**src/sv/dfr_pkg.sv**
```systemverilog
`timescale 1ns / 1ps

package dfr_pkg;

  localparam int MAX_FRAME_BYTES = 2048;
  localparam int COUNT_W = $clog2(MAX_FRAME_BYTES + 1);
  localparam int LEN_W = 12;

  localparam logic [COUNT_W-1:0] MAX_COUNT = COUNT_W'(MAX_FRAME_BYTES);

  localparam logic [7:0] CH_BANG = 8'h21;
  localparam logic [7:0] CH_AMP = 8'h26;
  localparam logic [7:0] CH_HASH = 8'h23;
  localparam logic [15:0] SUM_ALL_ONES = 16'hFFFF;

  localparam logic [1:0] KIND_PAYLOAD = 2'd0;
  localparam logic [1:0] KIND_OK = 2'd1;
  localparam logic [1:0] KIND_BAD = 2'd2;
  localparam logic [1:0] KIND_OVF = 2'd3;

  localparam int QDEPTH = 4;
  localparam int QPTR_W = $clog2(QDEPTH);
  localparam int QCNT_W = $clog2(QDEPTH + 1);

  typedef enum logic [1:0] {
    OP_DATA,
    OP_END,
    OP_OVF
  } op_t;

  typedef struct packed {
    op_t op;
    logic [7:0] data;
    logic [LEN_W-1:0] len;
  } token_t;

  typedef struct packed {
    logic wr0;
    logic wr1;
    token_t tok0;
    token_t tok1;
  } push_t;

  function automatic logic [LEN_W-1:0] len_of(input logic [COUNT_W-1:0] cnt);
    return LEN_W'(32'(cnt));
  endfunction

  function automatic token_t mk_tok(input op_t op, input logic [7:0] data,
                                    input logic [LEN_W-1:0] len);
    token_t t;
    t.op = op;
    t.data = data;
    t.len = len;
    return t;
  endfunction

endpackage

```
**src/sv/dfr_front.sv**
```systemverilog
`timescale 1ns / 1ps

module dfr_front (
  input  logic clk,
  input  logic rst,
  input  logic in_valid,
  output logic in_ready,
  input  logic [7:0] in_byte,
  input  logic space_ok,
  output dfr_pkg::push_t push
);

  typedef enum logic [1:0] {
    HUNT,
    START,
    BODY,
    HELD
  } phase_t;

  phase_t phase, phase_next;
  logic [dfr_pkg::COUNT_W-1:0] count, count_next;
  logic [dfr_pkg::COUNT_W-1:0] cnt1, cnt2;
  logic take;

  assign in_ready = space_ok;
  assign take = in_valid && space_ok;
  assign cnt1 = count + dfr_pkg::COUNT_W'(1);
  assign cnt2 = count + dfr_pkg::COUNT_W'(2);

  always_comb begin
    phase_next = phase;
    count_next = count;
    push = '0;
    if (take) begin
      unique case (phase)
        HUNT: begin
          if (in_byte == dfr_pkg::CH_BANG) phase_next = START;
        end
        START: begin
          count_next = '0;
          if (in_byte == dfr_pkg::CH_AMP) phase_next = BODY;
          else phase_next = HUNT;
        end
        BODY: begin
          if (in_byte == dfr_pkg::CH_BANG) begin
            phase_next = HELD;
          end else if (count >= dfr_pkg::MAX_COUNT) begin
            push.wr0 = 1'b1;
            push.tok0 = dfr_pkg::mk_tok(dfr_pkg::OP_OVF, 8'h00, '0);
            phase_next = HUNT;
            count_next = '0;
          end else begin
            push.wr0 = 1'b1;
            push.tok0 = dfr_pkg::mk_tok(dfr_pkg::OP_DATA, in_byte, dfr_pkg::len_of(cnt1));
            count_next = cnt1;
          end
        end
        HELD: begin
          if (in_byte == dfr_pkg::CH_HASH) begin
            push.wr0 = 1'b1;
            push.tok0 = dfr_pkg::mk_tok(dfr_pkg::OP_END, 8'h00, dfr_pkg::len_of(count));
            phase_next = HUNT;
            count_next = '0;
          end else if (count >= dfr_pkg::MAX_COUNT) begin
            push.wr0 = 1'b1;
            push.tok0 = dfr_pkg::mk_tok(dfr_pkg::OP_OVF, 8'h00, '0);
            phase_next = HUNT;
            count_next = '0;
          end else begin
            // held bang goes out as data first
            push.wr0 = 1'b1;
            push.tok0 = dfr_pkg::mk_tok(dfr_pkg::OP_DATA, dfr_pkg::CH_BANG,
                                        dfr_pkg::len_of(cnt1));
            if (in_byte == dfr_pkg::CH_BANG) begin
              count_next = cnt1;
            end else if (cnt1 >= dfr_pkg::MAX_COUNT) begin
              push.wr1 = 1'b1;
              push.tok1 = dfr_pkg::mk_tok(dfr_pkg::OP_OVF, 8'h00, '0);
              phase_next = HUNT;
              count_next = '0;
            end else begin
              push.wr1 = 1'b1;
              push.tok1 = dfr_pkg::mk_tok(dfr_pkg::OP_DATA, in_byte,
                                          dfr_pkg::len_of(cnt2));
              phase_next = BODY;
              count_next = cnt2;
            end
          end
        end
        default: phase_next = HUNT;
      endcase
    end
  end

  always_ff @(posedge clk) begin
    if (rst) begin
      phase <= HUNT;
      count <= '0;
    end else begin
      phase <= phase_next;
      count <= count_next;
    end
  end

endmodule

```
**src/sv/dfr_queue.sv**
```systemverilog
`timescale 1ns / 1ps

module dfr_queue (
  input  logic clk,
  input  logic rst,
  input  dfr_pkg::push_t push,
  input  logic pop,
  output logic space_ok,
  output logic nonempty,
  output dfr_pkg::token_t head
);

  dfr_pkg::token_t mem [dfr_pkg::QDEPTH];
  logic [dfr_pkg::QPTR_W-1:0] wr_ptr, rd_ptr;
  logic [dfr_pkg::QCNT_W-1:0] count;

  assign space_ok = count <= dfr_pkg::QCNT_W'(dfr_pkg::QDEPTH - 2);
  assign nonempty = count != '0;
  assign head = mem[rd_ptr];

  always_ff @(posedge clk) begin
    if (push.wr0) mem[wr_ptr] <= push.tok0;
    if (push.wr1) mem[wr_ptr + dfr_pkg::QPTR_W'(1)] <= push.tok1;
  end

  always_ff @(posedge clk) begin
    if (rst) begin
      wr_ptr <= '0;
      rd_ptr <= '0;
      count <= '0;
    end else begin
      wr_ptr <= wr_ptr + dfr_pkg::QPTR_W'(push.wr0) + dfr_pkg::QPTR_W'(push.wr1);
      rd_ptr <= rd_ptr + dfr_pkg::QPTR_W'(pop);
      count <= count + dfr_pkg::QCNT_W'(push.wr0) + dfr_pkg::QCNT_W'(push.wr1)
               - dfr_pkg::QCNT_W'(pop);
    end
  end

endmodule

```
**src/sv/dfr_back.sv**
```systemverilog
`timescale 1ns / 1ps

module dfr_back (
  input  logic clk,
  input  logic rst,
  input  logic nonempty,
  input  dfr_pkg::token_t head,
  output logic pop,
  output logic out_valid,
  input  logic out_ready,
  output logic [1:0] kind,
  output logic [7:0] payload_byte,
  output logic [11:0] frame_length,
  output logic [15:0] folded_sum,
  output logic frame_end
);

  logic [15:0] sum, sum_next;
  logic [7:0] low, low_next;
  logic low_valid, low_valid_next;
  logic [1:0] kind_next;
  logic [7:0] byte_next;
  logic [11:0] len_next;
  logic [15:0] fsum_next;
  logic end_next;
  logic [15:0] add_word;
  logic [16:0] wide;
  logic [15:0] folded;

  // end-around carry add of the pending word
  always_comb begin
    if (head.op == dfr_pkg::OP_DATA) add_word = {head.data, low};
    else add_word = {8'h00, low};
    wide = {1'b0, sum} + {1'b0, add_word};
    folded = wide[15:0] + 16'(wide[16]);
  end

  assign pop = nonempty && (!out_valid || out_ready);

  always_comb begin
    sum_next = sum;
    low_next = low;
    low_valid_next = low_valid;
    kind_next = dfr_pkg::KIND_PAYLOAD;
    byte_next = 8'h00;
    len_next = head.len;
    fsum_next = 16'h0000;
    end_next = 1'b0;
    unique case (head.op)
      dfr_pkg::OP_DATA: begin
        byte_next = head.data;
        if (low_valid) begin
          sum_next = folded;
          low_next = 8'h00;
          low_valid_next = 1'b0;
        end else begin
          low_next = head.data;
          low_valid_next = 1'b1;
        end
      end
      dfr_pkg::OP_END: begin
        fsum_next = low_valid ? folded : sum;
        kind_next = (fsum_next == dfr_pkg::SUM_ALL_ONES) ? dfr_pkg::KIND_OK
                                                          : dfr_pkg::KIND_BAD;
        end_next = 1'b1;
        sum_next = '0;
        low_next = '0;
        low_valid_next = 1'b0;
      end
      default: begin
        kind_next = dfr_pkg::KIND_OVF;
        len_next = dfr_pkg::len_of(dfr_pkg::MAX_COUNT);
        end_next = 1'b1;
        sum_next = '0;
        low_next = '0;
        low_valid_next = 1'b0;
      end
    endcase
  end

  always_ff @(posedge clk) begin
    if (rst) begin
      out_valid <= 1'b0;
      sum <= '0;
      low <= '0;
      low_valid <= 1'b0;
    end else if (pop) begin
      out_valid <= 1'b1;
      sum <= sum_next;
      low <= low_next;
      low_valid <= low_valid_next;
    end else if (out_ready) begin
      out_valid <= 1'b0;
    end
  end

  always_ff @(posedge clk) begin
    if (pop) begin
      kind <= kind_next;
      payload_byte <= byte_next;
      frame_length <= len_next;
      folded_sum <= fsum_next;
      frame_end <= end_next;
    end
  end

endmodule

```
**src/sv/delimited_frame_receiver_checksum_top.sv**
```systemverilog
`timescale 1ns / 1ps
// a result passes through the queue and then the output register after its input transfer
// throughput: one byte per cycle when in_ready, one result per cycle when out_ready
// a released '!' adds a second result, which the queue holds until the back end pops it
// the four-entry queue between parser and checksum unit sets the stall slack
// reset: synchronous, clears parse state, byte count, queue and running sum

module delimited_frame_receiver_checksum_top (
  input  logic clk,
  input  logic rst,
  input  logic in_valid,
  output logic in_ready,
  input  logic [7:0] in_byte,
  output logic out_valid,
  input  logic out_ready,
  output logic [1:0] kind,
  output logic [7:0] payload_byte,
  output logic [11:0] frame_length,
  output logic [15:0] folded_sum,
  output logic frame_end
);

  dfr_pkg::push_t push;
  dfr_pkg::token_t head;
  logic space_ok;
  logic nonempty;
  logic pop;

  dfr_front u_front (
    .clk      (clk),
    .rst      (rst),
    .in_valid (in_valid),
    .in_ready (in_ready),
    .in_byte  (in_byte),
    .space_ok (space_ok),
    .push     (push)
  );

  dfr_queue u_queue (
    .clk      (clk),
    .rst      (rst),
    .push     (push),
    .pop      (pop),
    .space_ok (space_ok),
    .nonempty (nonempty),
    .head     (head)
  );

  dfr_back u_back (
    .clk          (clk),
    .rst          (rst),
    .nonempty     (nonempty),
    .head         (head),
    .pop          (pop),
    .out_valid    (out_valid),
    .out_ready    (out_ready),
    .kind         (kind),
    .payload_byte (payload_byte),
    .frame_length (frame_length),
    .folded_sum   (folded_sum),
    .frame_end    (frame_end)
  );

endmodule

```
**config.mk**
```make
export PLATFORM = sky130hd
export DESIGN_NAME = delimited_frame_receiver_checksum_top
export DESIGN_NICKNAME = d
export VERILOG_FILES = /design/src/sv/dfr_pkg.sv /design/src/sv/dfr_front.sv /design/src/sv/dfr_queue.sv /design/src/sv/dfr_back.sv /design/src/sv/delimited_frame_receiver_checksum_top.sv
export SDC_FILE = /design/constraint.sdc
export NUM_CORES = 1
export LEC_CHECK = 0
export ABC_AREA = 1
export BUFFER_PORTS_ARGS = -buffer_cell sky130_fd_sc_hd__buf_2
export CORE_MARGIN = 10
export CORE_UTILIZATION = 30
export CTS_BUF_LIST = sky130_fd_sc_hd__clkbuf_2 sky130_fd_sc_hd__clkbuf_4 sky130_fd_sc_hd__clkbuf_8
export DETAILED_ROUTE_END_ITERATION = 16
export GPL_TIMING_DRIVEN = 1
export PLACE_DENSITY_LB_ADDON = 0.2
export SETUP_SLACK_MARGIN = 0.02
export SYNTH_ARGS = -nofsm -noshare
export SYNTH_HDL_FRONTEND = slang
export SYNTH_SLANG_ARGS = --single-unit
```
**constraint.sdc**
```tcl
create_clock -name clk -period 4.2 [get_ports clk]
set_input_delay 0.42 -clock clk [delete_from_list [all_inputs] [get_ports clk]]
set_output_delay 0.42 -clock clk [all_outputs]
set_load 0.01 [all_outputs]
```
==> results of run 1 <==
worst paths after layout:
kind	end	slack (ns)
min	u_back.out_valid$_SDFFE_PP0P_	0.33
min reg2reg	u_back.low[3]$_SDFFE_PP0P_	0.48
max reg2reg	u_back.kind[1]$_DFFE_PP_	0.18
max	u_back.kind[1]$_DFFE_PP_	0.18
layout make-up:
type | count | share of cell area [%]
clock buffer | 18 | 1.984
clock inverter | 14 | 0.9766
timing repair buffer | 156 | 8.851
inverter | 148 | 4.585
sequential | 174 | 38.74
tap | 448 | 4.605
multi-input combinational | 893 | 40.25
cell families after synthesis:
group                    count (synthesis)  synth area share (%)
flip-flops                             174                 46.70
adder cells (fa/ha/maj)                 28                 3.768
AO/OA/AOI/OAI                          237                 13.89
multiplexers                             1               0.09915
AND/OR/NAND/NOR                        613                 26.61
buffers and inverters                  197                 7.721
XOR/XNOR                                14                 1.215
per-layer routing:
layer	GRT usage [%]	routed length, um
met5	0	0
met4	3.331	411
met3	3.538	2057
met2	23.85	14400
met1	20.35	14420
layout by cell type, fill, tap and decap left out, drive strengths merged, types with 2 or more instances in the layout:
cell type  instances
a221oi             6
clkbuf            18
nor3               8
a31oi              4
xor2              12
clkinv            11
o21bai             2
o221ai             3
a211oi             2
xnor2              2
a2bb2oi            2
o21ai             58
nand3            105
clkinvlp           3
buf              156
edfxtp           123
nand4             14
o22ai             99
nor2             138
dfxtp             51
fa                 4
a21oi             55
inv              147
and2               2
or2                8
nand2            336
o32ai              2
ha                24
power by group through the flow:
stage | registers (mW) | clock network [mW] | logic [mW]
floorplan | 2.35 | 0 | 1.17
global placement | 2.26 | 0 | 2.21
detailed placement | 2.27 | 0 | 2.21
CTS | 2.23 | 1.18 | 2.23
global route | 2.25 | 1.24 | 2.70
finish | 2.23 | 1.15 | 2.43
registers in the layout, indices dropped and copies added (netlist names), 2 cells and up:
| name | cells |
|---|---|
| u_back.frame_length | 12 |
| u_back.low | 8 |
| u_front.count | 12 |
| u_queue.rd_ptr | 2 |
| u_back.folded_sum | 16 |
| u_queue.mem | 88 |
| u_back.payload_byte | 8 |
| u_front.phase | 2 |
| u_back.sum | 16 |
| u_queue.wr_ptr | 2 |
| u_back.kind | 2 |
| u_queue.count | 3 |
metrics by stage:
step / setup WS [ns] / cell area, um2 / total power, mW / utilization, % / cells
5_1_grt: -0.1054 / 12170 / 6.185 / 36.48 / 1851
2_1_floorplan: 0.1073 / 10100 / 3.527 / - / 1264
6_report: 0.1817 / 12170 / 5.798 / 36.48 / 1851
4_1_cts: 0.03133 / 11820 / 5.643 / 35.43 / 1840
3_3_place_gp: -0.1475 / 11430 / 4.475 / 34.26 / 1808
3_5_place_dp: -0.1706 / 11430 / 4.479 / 34.26 / 1808
timing repair:
item	CTS	global route
pin swaps	0	40
buffers inserted	0	11
endpoints found under the setup margin	5	11
resized for setup	9	70
hold buffers	0	0
worst max-delay path, delay by kind of cell, from the launching register on:
kind	cells	cell delay (ns)
adder cells (fa/ha/maj)	3	0.73
AO/OA/AOI/OAI	3	0.54
AND/OR/NAND/NOR	23	2.00
flip-flops	1	0.38
buffers and inverters	1	0.14
==> results_dict.tcl, run 1 <==
set metrics [dict create \
    synthArstFlopShare_pct 0 \
    slowest_delay_ns 0.38 \
    p_per_area_nw_per_um2 476.3 \
    synth_top_area_share_pct 36.58 \
    slew_headroom_pct 38.26 \
    portBuffers 52 \
    layout-drive-gt1-share_pct 22.10 \
    antenna_found_initial 0 \
    cts.path.max_buffers 2 \
    synth_edf_count 123 \
    die_w_um 203.4 \
    vias 9161 \
    syn_area_per_cell_um2 7.987 \
    cts_tree "built" \
    setup_viol 0 \
    timing.fmax_mhz 248.9 \
    initial_utilization_pct 30.26 \
    reg2reg_depth 30 \
    cp_max_fo 8 \
    grt_pass1_wl_um 48990 \
    synthFlopType "edfxtp_1" \
    ant_nets 0 \
    drv_cap 0 \
    setup.worst_path.end_class "register" \
    yosysMostFrequentCell "nand2_1" \
    area_delta_synth_final_pct 20.56 \
    clock_latency_ns 0.50 \
    root_buffer "clkbuf_8" \
    start_kind "register" \
    power.share.clock_pct 19.8 \
    ys_ff_latch 174 \
    holdCritPathClass "in2reg" \
    track_usage_pct 15.03 \
    netlist-cell-type-count 47 \
    synth_top_area_cell "edfxtp_1" \
    p_int_mw 3.524 \
    synth_common_cells "nand2_1 (316), inv_1 (136), edfxtp_1 (123), nor2_1 (122), o22ai_1 (98)" \
    coreArea_um2 33360 \
    ys_top_cells_by_area "edfxtp_1 (37%), nand2_1 (12%), dfxtp_1 (10%)" \
    grt-ovfl-total 0 \
    synth_area_um2 10100 \
    fp-row-count 67 \
    outcome "completed" \
    drc_errors 0 \
    synth_nets 1304 \
    hpwl_um 23170 \
    seq_area_frac_synth_pct 46.70 \
    cts_inserted_buffers 17 \
    path_class "reg2reg" \
    hold_path_depth 4 \
    die_h_um 203.4 \
    yosys_warnings 0 \
    dieArea_um2 41390 \
    n_antenna_cell 0 \
    reg2reg_from "u_queue.rd_ptr[0]$_SDFF_PP0_" \
    crit_path_top_delay_cell "dfxtp_2" \
    critPathArrivalTime_ns 4.27 \
    fill_cells 3482 \
    drt_iter0_drc 625 \
    p_switching_mw 2.274 \
    clock-sinks 174 \
    swShare_pct 39.22 \
    grt_start_max_net_pins 45 \
    finClkSkew_ns 0.02679 \
    syn_inst 1264 \
    worstSetupStartpoint "u_queue.rd_ptr[0]$_SDFF_PP0_" \
    ir_drop_mv 0.2262 \
    seqPwrFrac_pct 38.4 \
    period_share_pct 95.67 \
    min_period_ns 4.018 \
    worst_pin_slew_ns 0.9226 \
    routabilityCongestion 0.8640 \
    nets 1430 \
    io_pins 53 \
    postRouteWirelength_um 31290 \
    cts_max_level 4 \
    rsz0062_at_grt "yes" \
    fin_tns_setup_ns 0 \
    critical_path.most_common_cell "nand2_2" \
    hold_start "out_ready" \
    required_ns 4.46 \
    avgRoutedWirePerCell_um 16.90 \
    drtPass1Iterations 5 \
    grt_pass1_vias 8677 \
    multi_input_area_um2 4900 \
    hold_viol_final 0 \
    slew_violations 0 \
    p_comb_share_pct 41.8 \
    path_clk_slew_ns 0.11 \
    worst_hold_slack_ns 0.3343 \
    viasPerCell 4.949 \
    regArea_um2 4716 \
    leakage_nw 4.766 \
]
Note: power is estimated with default switching activity, not from simulation.
==> inputs of run 2 (changes only) <==
--- a/config.mk
+++ b/config.mk
@@ -9,7 +9,6 @@
 export BUFFER_PORTS_ARGS = -buffer_cell sky130_fd_sc_hd__buf_2
 export CORE_MARGIN = 10
 export CORE_UTILIZATION = 30
-export CTS_BUF_LIST = sky130_fd_sc_hd__clkbuf_2 sky130_fd_sc_hd__clkbuf_4 sky130_fd_sc_hd__clkbuf_8
 export DETAILED_ROUTE_END_ITERATION = 16
 export GPL_TIMING_DRIVEN = 1
 export PLACE_DENSITY_LB_ADDON = 0.2
==> results_dict.tcl, run 2 (synthesis gave the netlist of run 1 again) <==
set metrics [dict create \
    outcome "completed" \
    cts_max_level 4 \
    avgRoutedWirePerCell_um 17.05 \
    layout-drive-gt1-share_pct 21.90 \
    fp-row-count 67 \
    die_h_um 203.4 \
    antenna_found_initial 0 \
    coreArea_um2 33360 \
    routabilityCongestion 0.8640 \
    postRouteWirelength_um 31540 \
    track_usage_pct 15.09 \
    required_ns 4.40 \
    drv_cap 0 \
    met3_usage_pct 3.649 \
    crit_end "u_back.kind[1]$_DFFE_PP_" \
    path_clk_slew_ns 0.07 \
    slowest_delay_ns 0.37 \
    cts_inserted_buffers 17 \
    path_class "reg2reg" \
    p_total_mw 6.184 \
    grt_start_max_net_pins 45 \
    cts.path.max_buffers 2 \
    viasPerCell 4.955 \
    clock_latency_ns 0.46 \
    finish.utilization_pct 37.13 \
    grt_pass1_vias 8698 \
    io_pins 53 \
    cts_tree "built" \
    portBuffers 52 \
    hpwl_um 23170 \
    drc_errors 0 \
    area_delta_synth_final_pct 22.70 \
    setup_viol 0 \
    die_w_um 203.4 \
    holdCritPathClass "in2reg" \
    slew_violations 0 \
    critical_path.most_common_cell "nand2_2" \
    final_common_cell "nand2_1" \
    timing.fmax_mhz 247.6 \
    drtPass1Iterations 6 \
    period_share_pct 96.18 \
    ant_nets 0 \
    critPathArrivalTime_ns 4.24 \
    grt_pass1_wl_um 49140 \
    crit_path_top_delay_cell "dfxtp_2" \
    largest_register_ffs 88 \
    initial_utilization_pct 30.26 \
    worstSetupStartpoint "u_queue.rd_ptr[0]$_SDFF_PP0_" \
    finClkSkew_ns 0.02008 \
    n_antenna_cell 0 \
    start_kind "register" \
    p_per_area_nw_per_um2 499.2 \
    hold_viol_final 0 \
    ir_drop_mv 0.3393 \
    leakage_nw 4.859 \
    drt_iter0_drc 723 \
    ff2ff_setup_slack_ns 0.16 \
    slew_headroom_pct 37.61 \
    reg2reg_depth 32 \
    instances_no_fill 1850 \
    final_cell_mix "nand2_1 (297), inv_1 (131), edfxtp_1 (123), nor2_1 (111), buf_4 (99)" \
    met1_usage_pct 20.29 \
    reg_top3 "u_queue.mem (88), u_back.folded_sum (16), u_back.sum (16)" \
    nets 1429 \
    use_met2_pct 24.02 \
    reg2reg_from "u_queue.rd_ptr[0]$_SDFF_PP0_" \
    min_period_ns 4.040 \
    vias 9167 \
    rsz0062_at_grt "yes" \
    grt-ovfl-total 0 \
    postLayoutCellArea_um2 12390 \
    root_buffer "clkbuf_16" \
    cp_max_fo 8 \
    r2r_end "u_back.kind[1]$_DFFE_PP_" \
    dieArea_um2 41390 \
    setup.worst_path.end_class "register" \
    top_usage_layer "met2" \
    placed_cells 1808 \
    placed_area_um2 11430 \
    clock-sinks 174 \
    top_register "u_queue.mem" \
    worst_pin_slew_ns 0.9324 \
]
-- run 2: cell count changes in the layout (fill, tap and decap cells not counted), moves of 2 or more --
cell,delta
nand2_4,+3
clkbuf_16,+17
nand2_2,-3
nand3_1,+2
nand3_2,-3
clkbuf_8,-17
-- run 2: through the flow --
| step | hold slack, ns | TNS [ns] | setup slack [ns] |
|---|---|---|---|
| 3_5_place_dp | 0.4635 | -0.5126 | -0.1706 |
| 4_1_cts | 0.3607 | 0 | 0.02136 |
| 2_1_floorplan | 0.4497 | 0 | 0.1073 |
| 5_1_grt | 0.4191 | -0.3163 | -0.1507 |
| 6_report | 0.3764 | 0 | 0.1605 |
| 3_3_place_gp | 0.4660 | -0.4043 | -0.1475 |
-- run 2: how the worst min path moves through the flow --
stage | slack (ns) | start | to | cells past startpoint
global route | 0.42 | out_ready | u_back.out_valid$_SDFFE_PP0P_ | 4
finish | 0.38 | out_ready | u_back.out_valid$_SDFFE_PP0P_ | 4
floorplan | 0.45 | u_back.low[0]$_SDFFE_PP0P_ | u_back.low[0]$_SDFFE_PP0P_ | 2
detailed placement | 0.46 | u_back.low[3]$_SDFFE_PP0P_ | u_back.low[3]$_SDFFE_PP0P_ | 2
CTS | 0.36 | out_ready | u_back.out_valid$_SDFFE_PP0P_ | 4
global placement | 0.47 | u_back.sum[5]$_SDFFE_PP0P_ | u_back.sum[5]$_SDFFE_PP0P_ | 2
-- run 2: repair_timing --
| item | 4_1_cts | 5_1_grt |
|---|---|---|
| buffers inserted | 0 | 10 |
| hold buffers | 0 | 0 |
| pin swaps | 2 | 46 |
| resized for setup | 10 | 74 |
| endpoints found under the setup margin | 5 | 9 |
-- run 2: worst max-delay path: cells and delay by family (launching register included) --
kind / cells / cell delay (ns)
simple gates: 25 / 2.20
fa+ha+maj: 2 / 0.53
buf+inv: 2 / 0.23
flops: 1 / 0.37
compound gates: 3 / 0.45
-- run 2: layout make-up --
class	instances	area [um2]
Fill cell	3454	20980
Multi-Input combinational cell	893	4936
Sequential cell	174	4716
Timing Repair Buffer	155	1070
Tap cell	448	560.5
Inverter	148	558.0
Clock buffer	18	429.2
Clock inverter	14	118.9
-- run 2: report_power, final --
group          internal [mW]  total, mW  leakage, nW  switching [mW]
logic                  0.906       2.42         3.07            1.51
registers               2.14       2.23         1.53          0.0902
clock network          0.814       1.54        0.262           0.724
total                   3.86       6.18         4.86            2.32
-- run 2: routing by layer --
| metal | vias to the layer above | share of wire [%] |
|---|---|---|
| met5 | - | 0 |
| met2 | 264 | 46 |
| met4 | 0 | 1.1 |
| met1 | 4305 | 46 |
| met3 | 26 | 6.5 |
| li1 | 4572 | - |
